File: src/rtl/lz4fd_pkg.sv
// ----------------------------------------------------------------------------
// lz4fd_pkg - shared types and constants
// Item and result records, request and status codes of the frame decoder.
// ----------------------------------------------------------------------------
package lz4fd_pkg;

  localparam int unsigned HIST_AW = 16;
  localparam logic [16:0] HIST_BYTES = 17'd65536;
  localparam logic [31:0] LZ4_MAGIC = 32'h184D2204;

  localparam logic [1:0] FN_BYTE    = 2'd0;
  localparam logic [1:0] FN_CONT    = 2'd1;
  localparam logic [1:0] FN_RESTART = 2'd2;

  localparam logic [2:0] ST_BUSY    = 3'd0;
  localparam logic [2:0] ST_DONE    = 3'd1;
  localparam logic [2:0] ST_MAGIC   = 3'd2;
  localparam logic [2:0] ST_FLAGS   = 3'd3;
  localparam logic [2:0] ST_TRUNC   = 3'd4;
  localparam logic [2:0] ST_OFFSET  = 3'd5;
  localparam logic [2:0] ST_OVERRUN = 3'd6;
  localparam logic [2:0] ST_SEQ     = 3'd7;

  typedef struct packed {
    logic       is_byte;
    logic       is_cont;
    logic       is_restart;
    logic [7:0] data;
    logic       last;
  } lz4fd_item_t;

  typedef struct packed {
    logic       has_byte;
    logic [7:0] out_byte;
    logic       copy_pending;
    logic [2:0] status;
  } lz4fd_res_t;

endpackage

File: src/rtl/lz4fd_outq.sv
// ----------------------------------------------------------------------------
// lz4fd_outq - result queue
// Two-entry queue that holds results until the consumer pops them.
// ----------------------------------------------------------------------------
module lz4fd_outq (
  input  logic                 clk,
  input  logic                 rst_n,
  input  logic                 wr_valid,
  input  lz4fd_pkg::lz4fd_res_t wr_res,
  output logic                 adv,
  output logic                 empty,
  output lz4fd_pkg::lz4fd_res_t rd_res,
  input  logic                 pop
);
  import lz4fd_pkg::*;

  lz4fd_res_t q_r [2];
  logic       wp_r, rp_r;
  logic [1:0] cnt_r;
  logic       do_push, do_pop;

  assign adv     = (cnt_r != 2'd2);
  assign empty   = (cnt_r == 2'd0);
  assign rd_res  = q_r[rp_r];
  assign do_push = wr_valid && adv;
  assign do_pop  = pop && !empty;

  always_ff @(posedge clk) begin
    if (do_push) q_r[wp_r] <= wr_res;
  end

  always_ff @(posedge clk) begin
    if (!rst_n) begin
      wp_r  <= 1'b0;
      rp_r  <= 1'b0;
      cnt_r <= 2'd0;
    end else begin
      if (do_push) wp_r <= ~wp_r;
      if (do_pop)  rp_r <= ~rp_r;
      cnt_r <= cnt_r + {1'b0, do_push} - {1'b0, do_pop};
    end
  end

endmodule

File: config.mk
export PLATFORM = sky130hd
export DESIGN_NAME = lz4fd_outq
export DESIGN_NICKNAME = d
export VERILOG_FILES = /design/src/rtl/lz4fd_pkg.sv /design/src/rtl/lz4fd_outq.sv
export SDC_FILE = /design/constraint.sdc
export NUM_CORES = 1
export LEC_CHECK = 0
export BUFFER_PORTS_ARGS = -buffer_cell sky130_fd_sc_hd__buf_2
export CORE_MARGIN = 5
export CORE_UTILIZATION = 50
export DETAILED_ROUTE_END_ITERATION = 16
export HOLD_SLACK_MARGIN = 0.06
export PLACE_DENSITY = 0.78
export REMOVE_ABC_BUFFERS = 1
export SLEW_MARGIN = 20
export SYNTH_ARGS = -nofsm -noshare
export SYNTH_HDL_FRONTEND = slang
export SYNTH_SLANG_ARGS = --single-unit
File: constraint.sdc
create_clock -name clk -period 2.28 [get_ports clk]
set_input_delay 0.228 -clock clk [delete_from_list [all_inputs] [get_ports clk]]
set_output_delay 0.228 -clock clk [all_outputs]
set_load 0.05 [all_outputs]
Word level (Yosys, flattened, before mapping)
Memory sizes are Yosys's and may differ from the RTL's. A register that Yosys moved wholly into a read port is not among the register bits.
Index checks and enable logic that the tools add are counted.
- input bits: 17
- output and inout bits: 15
- memories: 1
- register bits: 4
- RAM bits: 26
- muxes and demuxes: 4
- add/subtract/negate cells: 2
- equal/unequal tests: 1
- bitwise operators: 2
- reduce and logical (&&, ||, !) cells: 4
- memory list (memory ; words ; bits a word ; read ports ; clocked after Yosys merged registers in ; wr ports ; line ; RTL):
    q_r ; 2 ; 13 ; 1 ; 1 ; 1 ; lz4fd_outq.sv:17 ; lz4fd_res_t q_r [2];
- operators by type and width (kind ; number):
    $mux W1 ; 4
    $add A2 B1 Y2 ; 1
    $logic_and A1 B1 Y1 ; 2
    $logic_not A2 Y1 ; 1
    $ne A2 B2 Y1 const B ; 1
    $not A1 Y1 ; 2
    $sub A2 B1 Y2 ; 1
    $logic_not A1 Y1 ; 1

Depth between registers and ports, before layout
- depth after elaboration: 5
- gate-level depth with buffers: 8
- mapped depth without buffers: 8

Worst setup path after synthesis
Ideal clock, no wire load.
- kind: reg-to-reg
- start: register cnt_r[0]
- end: register cnt_r[1]
- library setup time: 0.115 ns
- data arrival time: 1.880 ns
- stages on the path, launching flop included: 9
- setup slack: 0.285 ns
- cell sequence: dfxtp_1 -> nand2b_1 -> nand2_1 -> ha_1 -> inv_1 -> ha_1 -> xnor2_1 -> xnor2_1 -> and2_1
- word-level cells in the longest chain between the ends: 4
- elaborated cells on any way between the ends: 7
- those cells by class: add/sub: 2; eq/ne: 1; reduce/logical: 4
- RTL lines (what ; line ; RTL):
    start: declaration ; lz4fd_outq.sv:19 ; logic [1:0] cnt_r;
    start signal: assignment ; lz4fd_outq.sv:40 ; cnt_r <= cnt_r + {1'b0, do_push} - {1'b0, do_pop};
    $ne A2 B2 Y1 ; lz4fd_outq.sv:22 ; assign adv = (cnt_r != 2'd2);
    named net adv ; lz4fd_outq.sv:10 ; output logic adv,
    $logic_and A1 B1 Y1 ; lz4fd_outq.sv:25 ; assign do_push = wr_valid && adv;
    $add A2 B1 Y2 ; lz4fd_outq.sv:40 ;
    $sub A2 B1 Y2 ; lz4fd_outq.sv:40 ;
The timed path passes the listed nets, and every way through them passes these cells.
A chain may end at the register's enable or synchronous reset.

==> impl_metrics.py <==
metrics = {
    "timing": {
        "tns_ns": 0,
        "slew_viol_final": 0,
        "fin_crit_ns": 1.87,
        "rsz0062_at_grt": "no",
        "tightest_slew_ns": 0.600,
        "fmax_ghz": 0.536,
        "setup_violations": 0,
        "post-route-period-util": 0.818,
        "finClkSkew_ns": 0.0107,
        "slew_headroom": 0.600,
        "final-hold-violation-count": 0,
    },
    "pwr": {
        "p_comb_frac": 0.357,
        "ir_drop_v": 0.000969,
        "p_seq_frac": 0.424,
        "p_int_mw": 1.15,
        "swShare": 0.374,
        "p_sw_uw": 688,
        "p_clk_frac": 0.219,
        "leakage_nw": 0.564,
        "power.density_nw_per_um2": 1280,
    },
    "synthesis": {
        "avgSynthCellArea_sq_um": 18.3,
        "synth_cells": 64,
        "yosysWarnings": 0,
        "yosysSeqAreaShare": 0.752,
        "yosys_register_bits": 31,
        "yosysUniqueCellTypes": 15,
        "syn_area_sq_um": 1170,
    },
    "clocking": {
        "cts_hold_buf": 0,
        "cts_resized": 0,
        "htree_levels": 2,
        "tritoncts.num_buffers": 5,
        "clk_pin_slew_worst_paths_ns": 0.10,
        "insertion_delay_ns": 0.32,
        "tritoncts": "built",
        "root_buffer": "clkbuf_4",
        "postCtsSetupRepairBufs": 0,
        "clock_path_buffers": 2,
        "cts_sinks": 31,
    },
    "grt": {
        "grt_pass1_wl_mm": 3.02,
        "grt_pass1_vias": 687,
        "antenna_found_initial": 0,
        "grt.overflow.total": 0,
        "grt_usage": 0.125,
        "grt_max_degree": 14,
    },
    "placed_design": {
        "io_buffers": 31,
        "dp_hpwl_mm": 1.34,
        "dpl.cell_count": 123,
        "routabilityCongestion": 0.676,
    },
    "routing": {
        "vias": 635,
        "firstDrtPassIters": 3,
        "postRouteWirelength_mm": 1.85,
        "postRouteAntennaNets": 0,
        "wl_per_cell_um": 14.1,
        "via_per_inst": 4.85,
        "drtIter0Drc": 7,
        "route.detailed.drc": 0,
    },
    "finish": {
        "area_growth_pct": 22.4,
        "final_cell_count_no_fill": 131,
        "fill_cells": 185,
        "layout-drive-gt1-share": 0.515,
        "nNetsFinal": 121,
        "n_antenna_cell": 0,
    },
    "worst_setup_path": {
        "cp_max_fo": 13,
        "worstSetupStartpointType": "flop",
        "path_class": "flop to output pin",
        "cp-end-kind": "output pin",
        "crit_arrival_ns": 1.64,
        "cp_data_required_time_ns": 2.05,
    },
    "run": {
        "maxCapViolCount": 0,
    },
    "die": {
        "start_util": 0.524,
        "num_rows": 17,
        "coreArea_sq_um": 2230,
        "die_area_sq_um": 3410,
        "die_w_um": 58.4,
        "io-pin-count": 32,
        "die_y_um": 58.4,
    },
    "worst_hold_path": {
        "hp-class": "input port to flop",
    },
    "run_status": {
        "outcome": "finished, final reports clean",
    },
}
worst max-delay path, cell delays in order, from the launching register on:
cell     delay, ns
dfxtp_1       0.70
mux2_2        0.40
buf_2         0.21
cells in the mapped netlist (all sizes together):
cell,instances,area (sq um)
inv,1,3.75
o21a,1,8.76
and2,2,12.5
ha,2,25.0
nor2b,2,12.5
edfxtp,26,781
and3,1,6.26
xnor2,3,26.3
nand2,2,7.51
dfxtp,5,100
mux2,13,146
mux2i,1,10.0
nor2,2,7.51
buf,1,11.3
nand2b,2,12.5
power groups by stage:
stage,registers [mW],logic [mW],clock network [mW]
final,0.780,0.657,0.403
after global routing,0.792,0.696,0.442
after CTS,0.782,0.668,0.412
after detailed placement,0.794,0.666,0
after global placement,0.786,0.651,0
after floorplan,0.774,0.531,0
per-layer routing:
layer / share of wire / global-route usage / up-vias / wire [um]
li1: - / - / 312 / -
met1: 0.40 / 0.126 / 294 / 729
met2: 0.50 / 0.207 / 23 / 930
met3: 0.072 / 0.0592 / 6 / 132
met4: 0.029 / 0.0795 / 0 / 53
met5: 0 / 0 / - / 0
layout by cell type, fill, tap and decap left out, types with 2 or more instances in the layout:
cell type  instances
xnor2_1            3
mux2_2            13
nand2_1            2
ha_1               2
dfxtp_1            5
edfxtp_1          26
clkbuf_4           5
nor2_1             2
buf_2             31
nand2b_1           2
nor2b_1            2
and2_1             2
stage by stage:
stage	utilization	total power, mW	hold WS [ns]	worst slack [ns]	cell area (sq um)
2_1_floorplan	-	1.31	0.327	0.285	1160
3_3_place_gp	0.608	1.44	0.417	0.722	1360
3_5_place_dp	0.608	1.46	0.422	0.626	1360
4_1_cts	0.642	1.86	0.0729	0.376	1430
5_1_grt	0.642	1.93	0.0625	0.315	1430
6_report	0.642	1.84	0.0891	0.414	1430
logic make-up (layout without fill, tap and decap cells):
| kind of cell | after synthesis | count (layout) | share of synthesized area |
|---|---|---|---|
| buffers and inverters | 2 | 41 | 0.0128 |
| DFF | 31 | 31 | 0.752 |
| muxes | 14 | 14 | 0.134 |
| xor gates and xnor gates | 3 | 3 | 0.0224 |
| adders and majority gates | 2 | 2 | 0.0214 |
| AOI/OAI and AO/OA | 1 | 1 | 0.00748 |
| and+or+nand+nor | 11 | 11 | 0.0502 |
registers in the layout, indices dropped and copies added, names as in the netlist, named ones only:
register	count
q_r	26
wp_r	1
rp_r	1
cnt_r	2
final cells by class:
cell class / instances / area (sq um) / share of cell area
clock inverters: 3 / 38.8 / 0.0271
multi-input cells: 31 / 275 / 0.192
inverters: 1 / 3.75 / 0.00262
flip-flops and latches: 31 / 881 / 0.614
repair buffers: 32 / 163 / 0.113
well taps: 28 / 35.0 / 0.0244
clock buffers: 5 / 37.5 / 0.0262
path summary, 6_finish.rpt:
kind                                          start                   to  slack (ns)  cells after the start
worst max-delay path                           flop            rd_res[1]        0.41                      2
worst min-delay path                      wr_res[3]  q_r[0][3]$_DFFE_PP_        0.09                      1
worst max register to register  cnt_r[0]$_SDFF_PN0_  cnt_r[1]$_SDFF_PN0_        0.62                      8
worst min register to register    wp_r$_SDFFE_PN0N_    wp_r$_SDFFE_PN0N_        0.50                      2
No activity file was read; power rests on OpenSTA's default activity.
