==> src/rtl/lz4fd_pkg.sv <==
// ----------------------------------------------------------------------------
// lz4fd_pkg - shared types and constants
// Item and result records, request and status codes of the frame decoder.
// ----------------------------------------------------------------------------
package lz4fd_pkg;

  localparam int unsigned HIST_AW = 16;
  localparam logic [16:0] HIST_BYTES = 17'd65536;
  localparam logic [31:0] LZ4_MAGIC = 32'h184D2204;

  localparam logic [1:0] FN_BYTE    = 2'd0;
  localparam logic [1:0] FN_CONT    = 2'd1;
  localparam logic [1:0] FN_RESTART = 2'd2;

  localparam logic [2:0] ST_BUSY    = 3'd0;
  localparam logic [2:0] ST_DONE    = 3'd1;
  localparam logic [2:0] ST_MAGIC   = 3'd2;
  localparam logic [2:0] ST_FLAGS   = 3'd3;
  localparam logic [2:0] ST_TRUNC   = 3'd4;
  localparam logic [2:0] ST_OFFSET  = 3'd5;
  localparam logic [2:0] ST_OVERRUN = 3'd6;
  localparam logic [2:0] ST_SEQ     = 3'd7;

  typedef struct packed {
    logic       is_byte;
    logic       is_cont;
    logic       is_restart;
    logic [7:0] data;
    logic       last;
  } lz4fd_item_t;

  typedef struct packed {
    logic       has_byte;
    logic [7:0] out_byte;
    logic       copy_pending;
    logic [2:0] status;
  } lz4fd_res_t;

endpackage

==> src/rtl/lz4fd_front.sv <==
// ----------------------------------------------------------------------------
// lz4fd_front - input queue and request decode
// Two-entry queue of incoming transactions, decoded into request kinds.
// ----------------------------------------------------------------------------
module lz4fd_front (
  input  logic                  clk,
  input  logic                  rst_n,
  input  logic                  push,
  input  logic [1:0]            func,
  input  logic [7:0]            data_byte,
  input  logic                  last_byte,
  output logic                  full,
  output logic                  item_valid,
  output lz4fd_pkg::lz4fd_item_t item,
  input  logic                  take
);
  import lz4fd_pkg::*;

  lz4fd_item_t q_r [2];
  logic        wp_r, rp_r;
  logic [1:0]  cnt_r;
  lz4fd_item_t dec;
  logic        do_push, do_pop;

  always_comb begin
    dec.is_byte    = (func == FN_BYTE);
    dec.is_cont    = (func == FN_CONT);
    dec.is_restart = (func == FN_RESTART);
    dec.data       = data_byte;
    dec.last       = last_byte;
  end

  assign full       = (cnt_r == 2'd2);
  assign item_valid = (cnt_r != 2'd0);
  assign item       = q_r[rp_r];
  assign do_push    = push && !full;
  assign do_pop     = take && item_valid;

  always_ff @(posedge clk) begin
    if (do_push) q_r[wp_r] <= dec;
  end

  always_ff @(posedge clk) begin
    if (!rst_n) begin
      wp_r  <= 1'b0;
      rp_r  <= 1'b0;
      cnt_r <= 2'd0;
    end else begin
      if (do_push) wp_r <= ~wp_r;
      if (do_pop)  rp_r <= ~rp_r;
      cnt_r <= cnt_r + {1'b0, do_push} - {1'b0, do_pop};
    end
  end

endmodule

==> config.mk <==
export PLATFORM = sky130hd
export DESIGN_NAME = lz4fd_front
export DESIGN_NICKNAME = d
export VERILOG_FILES = /design/src/rtl/lz4fd_pkg.sv /design/src/rtl/lz4fd_front.sv
export SDC_FILE = /design/constraint.sdc
export NUM_CORES = 1
export LEC_CHECK = 0
export BUFFER_PORTS_ARGS = -buffer_cell sky130_fd_sc_hd__buf_4
export CELL_PAD_IN_SITES_DETAIL_PLACEMENT = 1
export CELL_PAD_IN_SITES_GLOBAL_PLACEMENT = 1
export CORE_MARGIN = 4
export CORE_UTILIZATION = 42
export DETAILED_ROUTE_END_ITERATION = 12
export GPL_TIMING_DRIVEN = 0
export PLACE_DENSITY_LB_ADDON = 0.15
export SLEW_MARGIN = 20
export SYNTH_ARGS = -nofsm -noshare
export SYNTH_HDL_FRONTEND = slang
export SYNTH_SLANG_ARGS = --single-unit
==> constraint.sdc <==
create_clock -name clk -period 2.2 [get_ports clk]
set_clock_uncertainty 0.2 [all_clocks]
set_input_delay 0.22 -clock clk [delete_from_list [all_inputs] [get_ports clk]]
set_output_delay 0.22 -clock clk [all_outputs]
set_load 0.02 [all_outputs]
# Word-level counts from Yosys, hierarchy flattened
# Memory sizes are Yosys's and may differ from the RTL's. A register that Yosys moved wholly into a read port is not among the register bits.
# Index checks and enable logic that the tools add are counted.
# word_totals
register_bits,4
latch_bits,0
mem_bits_rw,24
romBits,0
inputBits,15
out_inout_bits,14
mem_count,1
# mem_list
name,words,width,read_ports,rd_clocked_by_memory_dff,wr,line,rtl
q_r,2,12,1,1,1,lz4fd_front.sv:19,lz4fd_item_t q_r [2];
# classes
n_addsub,2
mul,0
div,0
order_cmp,0
n_eq_ne,3
n_shift,0
mux,4
bitwise_logic,2
n_reduce_logical,5
# ops
cell,count
== test 2 bit (second input constant),2
two-way mux 1 bit,4
adder 2 x 1 -> 2 bit,1
== test 2 x 1 -> 1 bit (second input constant),1
logical AND 1 bit,2
logical NOT 2 bit,1
NOT 1 bit,2
nonzero test 2 bit,1
subtractor 2 x 1 -> 2 bit,1
logical NOT 1 bit,1

# Logic depth before layout (Yosys ltp)
# Gate-level depths: netlist of the first run.
# depth
depth_word,5
ltp_mapped,8
depth_no_buf,8

# Least setup slack after synthesis of the first run
# No wires, ideal clock.
# synth_path
path_type,register to register
start,reg cnt_r[0]
end,reg cnt_r[1]
setup_ns,0.078
t_arrival_ns,1.424
required_time_ns,1.922
path_slack_ns,0.498
stages_incl_launch_ff,9
path_buffers,0
synth_period_minus_slack_ns,1.702
cell_sequence,dfxtp_1 nand2b_1 nand2_1 ha_1 inv_1 ha_1 xor2_1 and2_1 nor3_1
# synth_via
elab_chain_cells,5
word_cells_on_any_way,7
# synth_lines
element,line,rtl
from (decl),lz4fd_front.sv:21,logic [1:0] cnt_r;
from (signal assigned),lz4fd_front.sv:51,"cnt_r <= cnt_r + {1'b0, do_push} - {1'b0, do_pop};"
== test 2 bit,lz4fd_front.sv:33,assign full = (cnt_r == 2'd2);
logical NOT 1 bit,lz4fd_front.sv:36,assign do_push = push && !full;
logical AND 1 bit,lz4fd_front.sv:36,
adder 2 x 1 -> 2 bit,lz4fd_front.sv:51,
subtractor 2 x 1 -> 2 bit (*),lz4fd_front.sv:51,
# Mark *: on every way between the ends. The rest lies on a longest branch, timed or not.
# A chain may end at the register's enable or synchronous reset.

# Final worst setup path of the first run
# layout_path
start,reg cnt_r[0]
end,"mem q_r[0][4] in the netlist's numbering, enable pin"
# layout_via
elab_chain_cells,5
# layout_lines
element,line,rtl
== test 2 bit,lz4fd_front.sv:33,
logical NOT 1 bit,lz4fd_front.sv:36,
logical AND 1 bit,lz4fd_front.sv:36,
two-way mux 1 bit,lz4fd_front.sv:40,if (do_push) q_r[wp_r] <= dec;
two-way mux 1 bit (not written as such),lz4fd_front.sv:40,
to (decl),lz4fd_front.sv:19,
# Every way passes these cells.

==> results of run 1 <==
-- sequential cells by signal (all words and copies together), names as in the netlist, named ones only --
signal and cells:
wp_r 1, rp_r 1, q_r 24, cnt_r 2
-- synth_stat cells (all sizes together) --
master | number | area share
and2 | 2 | 0.011
and3 | 1 | 0.0054
buf | 1 | 0.0097
dfxtp | 5 | 0.086
edfxtp | 24 | 0.62
ha | 2 | 0.022
inv | 3 | 0.0097
mux2 | 12 | 0.15
mux2i | 1 | 0.0086
nand2 | 2 | 0.0065
nand2b | 2 | 0.011
nor2 | 5 | 0.016
nor2b | 2 | 0.011
nor3 | 1 | 0.0043
o21a | 1 | 0.0076
or2 | 1 | 0.0054
xnor2 | 1 | 0.0076
xor2 | 1 | 0.0076
-- metal layers --
metal / routed length [µm] / track usage / vias up
li1: - / - / 337
met1: 852 / 0.1589 / 308
met2: 1025 / 0.2207 / 18
met3: 112 / 0.04468 / 7
met4: 54 / 0.07430 / 0
met5: 0 / 0 / -
-- metrics by stage --
| stage | util | instances | hold WS [ps] |
|---|---|---|---|
| 6_report | 0.6229 | 146 | 51.35 |
| 5_1_grt | 0.6229 | 146 | 90.84 |
| 4_1_cts | 0.6190 | 145 | 1.577 |
| 3_5_place_dp | 0.5526 | 125 | 209.6 |
| 3_3_place_gp | 0.5526 | 125 | 205.9 |
| 2_1_floorplan | - | 67 | 118.9 |
-- worst max-delay path, cell delays in order (launching register included) --
cell and delay, ps:
sky130_fd_sc_hd__dfxtp_1 360, sky130_fd_sc_hd__nand2b_1 150, sky130_fd_sc_hd__nand2_1 110, sky130_fd_sc_hd__nor2_1 780
-- cell type report --
class / count / area, µm²
fill: 254 / 959.7
sequential: 29 / 820.8
timing repair buffer: 41 / 340.3
multi-input combinational: 34 / 315.3
clock buffer: 7 / 45.04
tap: 30 / 37.54
buffer: 1 / 11.26
inverter: 3 / 11.26
clock inverter: 1 / 3.754
-- placed cells by master, fill, tap and decap left out, types with 3 or more instances in the layout --
cell / instances
sky130_fd_sc_hd__edfxtp_1: 24
sky130_fd_sc_hd__mux2_4: 10
sky130_fd_sc_hd__clkbuf_4: 5
sky130_fd_sc_hd__inv_1: 3
sky130_fd_sc_hd__nor2_1: 5
sky130_fd_sc_hd__buf_4: 28
sky130_fd_sc_hd__dlygate4sd3_1: 13
sky130_fd_sc_hd__dfxtp_1: 5
-- cells by family after synthesis --
logic type | after synthesis | share of synthesized area
DFF | 29 | 0.7084
adders and majority gates | 2 | 0.02159
buffers and inverters | 4 | 0.01944
AOI/OAI and AO/OA | 1 | 0.007561
xor gates and xnor gates | 2 | 0.01512
muxes | 13 | 0.1577
and+or+nand+nor | 16 | 0.07020
-- path summary, 6_finish.rpt --
path,to,slack [ps],cells after the start
hold / removal,wp_r,50,3
setup reg to reg,q_r[0][4],220,3
hold reg to reg,wp_r,290,2
setup / recovery,q_r[0][4],220,3
-- report_power, final --
group | total, W | internal [W] | switching, W
clock network | 0.000289 | 0.000122 | 0.000167
registers | 0.000763 | 0.000717 | 0.0000460
logic | 0.000685 | 0.000351 | 0.000334
total | 0.00174 | 0.00119 | 0.000547
==> Flow_metrics.wiki, run 1 <==
{| class="wikitable"
! Metric !! Value
|-
| Layout overhead on the synthesized area || 36.83%
|-
| Largest net degree at the start of global routing || 13
|-
| Initial Util || 0.4553
|-
| Data arrival time of the worst path || 1720 ps
|-
| Worst Tran Pin Value || 1009 ps
|-
| Max-cap viol count || 0
|-
| Final global-route overflow total || 0
|-
| Final critical-path setup slack || 215.7 ps
|-
| Count of pins on the block boundary || 29
|-
| Die span in y || 60.52 µm
|-
| Cell count after synthesis || 67
|-
| H-tree levels || 2
|-
| Time the final worst path needs with I/O delays and setup || 1984 ps
|-
| Run status || finished, final reports clean
|-
| Fraction of the cycle the final worst path needs || 0.9019
|-
| Crit path max fanout || 12
|-
| Number of setup buffers added after CTS || 0
|-
| Share of cells above drive strength 1 || 0.4138
|-
| RSZ-0062 raised after global routing || false
|-
| Number of nets in the layout || 132
|-
| Area of all placed cells without fillers || 1585 µm²
|-
| Start point of the critical path || cnt_r[0]
|-
| Type of element capturing the critical path || register
|-
| Areal power density over the cells || 1096 nW/µm²
|-
| Category of the critical setup timing path || reg2reg
|-
| Post-synthesis area per instance || 17.29 µm²
|-
| Power consumption || 0.001737 W
|-
| Post-DP HPWL || 1439 µm
|-
| Total count of max-transition violations in the final report || 0
|-
| RePlAce Congestion || 0.6721
|-
| Worst R2R Start || cnt_r[0]
|-
| Final number of hold-violating endpoints || 0
|-
| Mapped Area || 1159 µm²
|-
| Post-synth cell types || 19
|-
| Number of hold-repair buffers added at the cts stage || 12
|-
| Clock buffer depth || 2
|-
| Initial detailed-routing violation count || 19
|-
| CTS tree || done
|-
| Slew HR || 0.3247
|-
| Flip-flop and latch count after synthesis || 29
|-
| Via count of the first global-routing pass || 712
|-
| Total via count after detailed routing || 670
|-
| Global-route wire length before repair || 3381 µm
|-
| Area of the core region || 2545 µm²
|-
| Part of the Yosys area used for sequential elements || 0.7084
|-
| Post-Place Cell Area || 1406 µm²
|-
| Number of setup violations in the final report || 0
|-
| CTS Root Cell || sky130_fd_sc_hd__clkbuf_4
|-
| Achievable frequency || 0.5040 GHz
|-
| Pre-CTS worst setup slack || 152.2 ps
|-
| Worst hold path type || in2reg
|-
| DIE AREA || 3663 µm²
|-
| Worst Path Required || 1940 ps
|-
| Worst setup SP type || register
|-
| Number of routed nets with antenna violations || 0
|-
| DR pass1 iterations || 3
|-
| Total wire length || 2044 µm
|-
| Worst-skew pair later-pin latency || 320 ps
|-
| ANT cells || 0
|-
| # resized after CTS || 0
|-
| Average wire per standard cell || 14.00 µm
|-
| DRC Markers || 0
|-
| Sinks on the clock net || 29
|-
| # rows || 18
|-
| Leakage power figure || 0.6661 nW
|-
| Die width || 60.52 µm
|-
| Total CTS buffers || 5
|-
| DR vias/cell || 4.589
|-
| Synth Net Count || 84
|-
| Global routing usage summed across all routing layers || 0.1357
|-
| Synth warn || 0
|-
| Clock-pin slew of the registers on the worst-case setup and hold paths || 70 ps
|-
| Port Buffers || 28
|-
| Total Neg Setup Slack || 0 ps
|-
| Initial antenna violation count || 0
|-
| Hold wc startpoint || push
|-
| Maximum resistive drop on vdd || 633.7 µV
|}
No activity file was read; power rests on OpenSTA's default activity.
==> inputs of run 2 (changes only) <==
- CORE_UTILIZATION: 42 -> 45
- clock period: 2.2 -> 2.4 ns (I/O delays scaled with it)
==> Flow_metrics.wiki, run 2 (same netlist as run 1, synthesis figures left out) <==
{| class="wikitable"
! Metric !! Value
|-
| Post-DP HPWL || 1445 µm (was 1439 µm)
|-
| DR vias/cell || 4.902 (was 4.589)
|-
| Total wire length || 2234 µm (was 2044 µm)
|-
| Global-route wire length before repair || 3539 µm (was 3381 µm)
|-
| Gr busiest metal || met2 (unchanged)
|-
| Share of cells above drive strength 1 || 0.4425 (was 0.4138)
|-
| Total via count after detailed routing || 701 (was 670)
|-
| Top library cells by usage in the layout, fill and taps aside || sky130_fd_sc_hd__buf_4, sky130_fd_sc_hd__edfxtp_1, sky130_fd_sc_hd__mux2_4, sky130_fd_sc_hd__dlygate4sd3_1 (was sky130_fd_sc_hd__buf_4, sky130_fd_sc_hd__edfxtp_1, sky130_fd_sc_hd__dlygate4sd3_1, sky130_fd_sc_hd__mux2_4)
|-
| H-tree levels || 2 (unchanged)
|-
| Initial antenna violation count || 0 (unchanged)
|-
| Number of nets in the layout || 129 (was 132)
|-
| Area of the core region || 2477 µm² (was 2545 µm²)
|-
| ANT cells || 0 (unchanged)
|-
| Initial Util || 0.4677 (was 0.4553)
|-
| Initial detailed-routing violation count || 20 (was 19)
|-
| Leakage power figure || 0.6578 nW (was 0.6661 nW)
|-
| DIE AREA || 3450 µm² (was 3663 µm²)
|-
| Data arrival time of the worst path || 2010 ps (was 1720 ps)
|-
| Number of routed nets with antenna violations || 0 (unchanged)
|-
| Areal power density over the cells || 1049 nW/µm² (was 1096 nW/µm²)
|-
| Start point of the critical path || cnt_r[0] (unchanged)
|-
| Worst setup SP type || register (unchanged)
|-
| Global Route met3 Usage || 0.06579 (was 0.04468)
|-
| Largest net degree at the start of global routing || 13 (unchanged)
|-
| Total count of max-transition violations in the final report || 0 (unchanged)
|-
| Die span in y || 58.74 µm (was 60.52 µm)
|-
| # rows || 18 (unchanged)
|-
| Largest register by flop count || q_r (unchanged)
|-
| Global routing usage summed across all routing layers || 0.1488 (was 0.1357)
|-
| Max-cap viol count || 0 (unchanged)
|-
| Via count of the first global-routing pass || 756 (was 712)
|-
| Die width || 58.74 µm (was 60.52 µm)
|-
| Number of hold-repair buffers added at the cts stage || 10 (was 12)
|-
| # resized after CTS || 0 (unchanged)
|-
| Most common cell after layout, fill and taps aside || sky130_fd_sc_hd__buf_4 (unchanged)
|-
| Worst-skew pair later-pin latency || 320 ps (about the same)
|-
| Achievable frequency || 0.5095 GHz (was 0.5040 GHz)
|-
| Max FFs per register || 24 (unchanged)
|-
| Port Buffers || 28 (unchanged)
|-
| Number of setup violations in the final report || 0 (unchanged)
|-
| Worst R2R Start || cnt_r[0] (unchanged)
|-
| Category of the critical setup timing path || reg2reg (unchanged)
|-
| Final global-route overflow total || 0 (unchanged)
|-
| Slew HR || 0.5607 (was 0.3247)
|-
| RePlAce Congestion || 0.7469 (was 0.6721)
|-
| Layout overhead on the synthesized area || 35.31% (was 36.83%)
|-
| Run status || finished, final reports clean (unchanged)
|-
| Number of setup buffers added after CTS || 0 (unchanged)
|-
| Hold wc startpoint || func[1] (was push)
|-
| Worst Tran Pin Value || 658.3 ps (was 1009 ps)
|-
| Registers with the most flip-flops || q_r x24, cnt_r x2 (unchanged)
|-
| Worst Hold Slack || 17.06 ps (was 51.35 ps)
|-
| Clock-pin slew of the registers on the worst-case setup and hold paths || 90 ps (was 70 ps)
|-
| Count of pins on the block boundary || 29 (unchanged)
|-
| Clock buffer depth || 2 (unchanged)
|-
| DRC Markers || 0 (unchanged)
|-
| Maximum resistive drop on vdd || 796.3 µV (was 633.7 µV)
|-
| Fraction of the cycle the final worst path needs || 0.8178 (was 0.9019)
|-
| Time the final worst path needs with I/O delays and setup || 1963 ps (was 1984 ps)
|-
| Worst Path Required || 2440 ps (was 1940 ps)
|-
| Type of element capturing the critical path || register (unchanged)
|-
| Worst hold path type || in2reg (unchanged)
|-
| Crit path max fanout || 4 (was 12)
|-
| RSZ-0062 raised after global routing || false (unchanged)
|-
| Routing usage on met1 || 0.1410 (was 0.1589)
|-
| Met2 layer usage reported by global route || 0.2618 (was 0.2207)
|-
| Final number of hold-violating endpoints || 0 (unchanged)
|-
| CTS Root Cell || sky130_fd_sc_hd__clkbuf_4 (unchanged)
|-
| DR pass1 iterations || 4 (was 3)
|-
| CTS tree || done (unchanged)
|-
| Total Neg Setup Slack || 0 ps (unchanged)
|-
| Average wire per standard cell || 15.62 µm (was 14.00 µm)
|-
| Sinks on the clock net || 29 (unchanged)
|-
| Total CTS buffers || 5 (unchanged)
|}
==> run 2: cell types whose count changed in the layout (fill, tap and decap cells not counted), sizes merged <==
cell,delta
clkinv,-1
clkbuf,+1
dlygate4sd3,-3
==> run 2: final cells by class <==
| type | count | area (µm²) |
|---|---|---|
| plain buffers | 1 | 11.26 |
| clock buffers | 8 | 58.81 |
| fillers | 252 | 909.6 |
| inverters | 3 | 11.26 |
| multi-input cells | 34 | 317.8 |
| flip-flops and latches | 29 | 820.8 |
| well taps | 30 | 37.54 |
| repair buffers | 38 | 310.3 |
==> run 2: metal layers <==
layer  vias up  part of all wire
li1        331                 -
met1       338              0.37
met2        25              0.52
met3         7             0.078
met4         0             0.026
met5         -                 0
==> run 2: worst paths after layout <==
kind / endpoint / slack [ps] / depth (start not counted)
max reg2reg: cnt_r[1] / 440 / 8
max: cnt_r[1] / 440 / 8
min: q_r[1][11] / 20 / 2
min reg2reg: wp_r / 310 / 2
==> run 2: per-stage QoR <==
stage / std cells / setup slack, ps / instance area (µm²) / util / total power (W)
finish: 143 / 437.3 / 1568 / 0.6328 / 0.001645
floorplan: 67 / 697.8 / 1159 / - / 0.001118
CTS: 143 / 272.4 / 1565 / 0.6318 / 0.001664
detailed placement: 125 / 300.4 / 1406 / 0.5677 / 0.001338
global route: 143 / 259.4 / 1568 / 0.6328 / 0.001742
global placement: 125 / 372.9 / 1406 / 0.5677 / 0.001315
==> run 2: critical path, cell delays in order, from the launching register on <==
cell and delay, ps:
sky130_fd_sc_hd__dfxtp_1 390, sky130_fd_sc_hd__nand2b_1 170, sky130_fd_sc_hd__nand2_1 130, sky130_fd_sc_hd__ha_1 320
sky130_fd_sc_hd__inv_1 40, sky130_fd_sc_hd__ha_1 180, sky130_fd_sc_hd__xor2_1 160, sky130_fd_sc_hd__and2_1 170
sky130_fd_sc_hd__nor3_1 130
==> run 2: report_power, final <==
part           switching (W)  leakage [nW]  internal [W]
combinational       0.000317         0.358      0.000322
sequential         0.0000473         0.267      0.000657
clock               0.000158        0.0326      0.000144
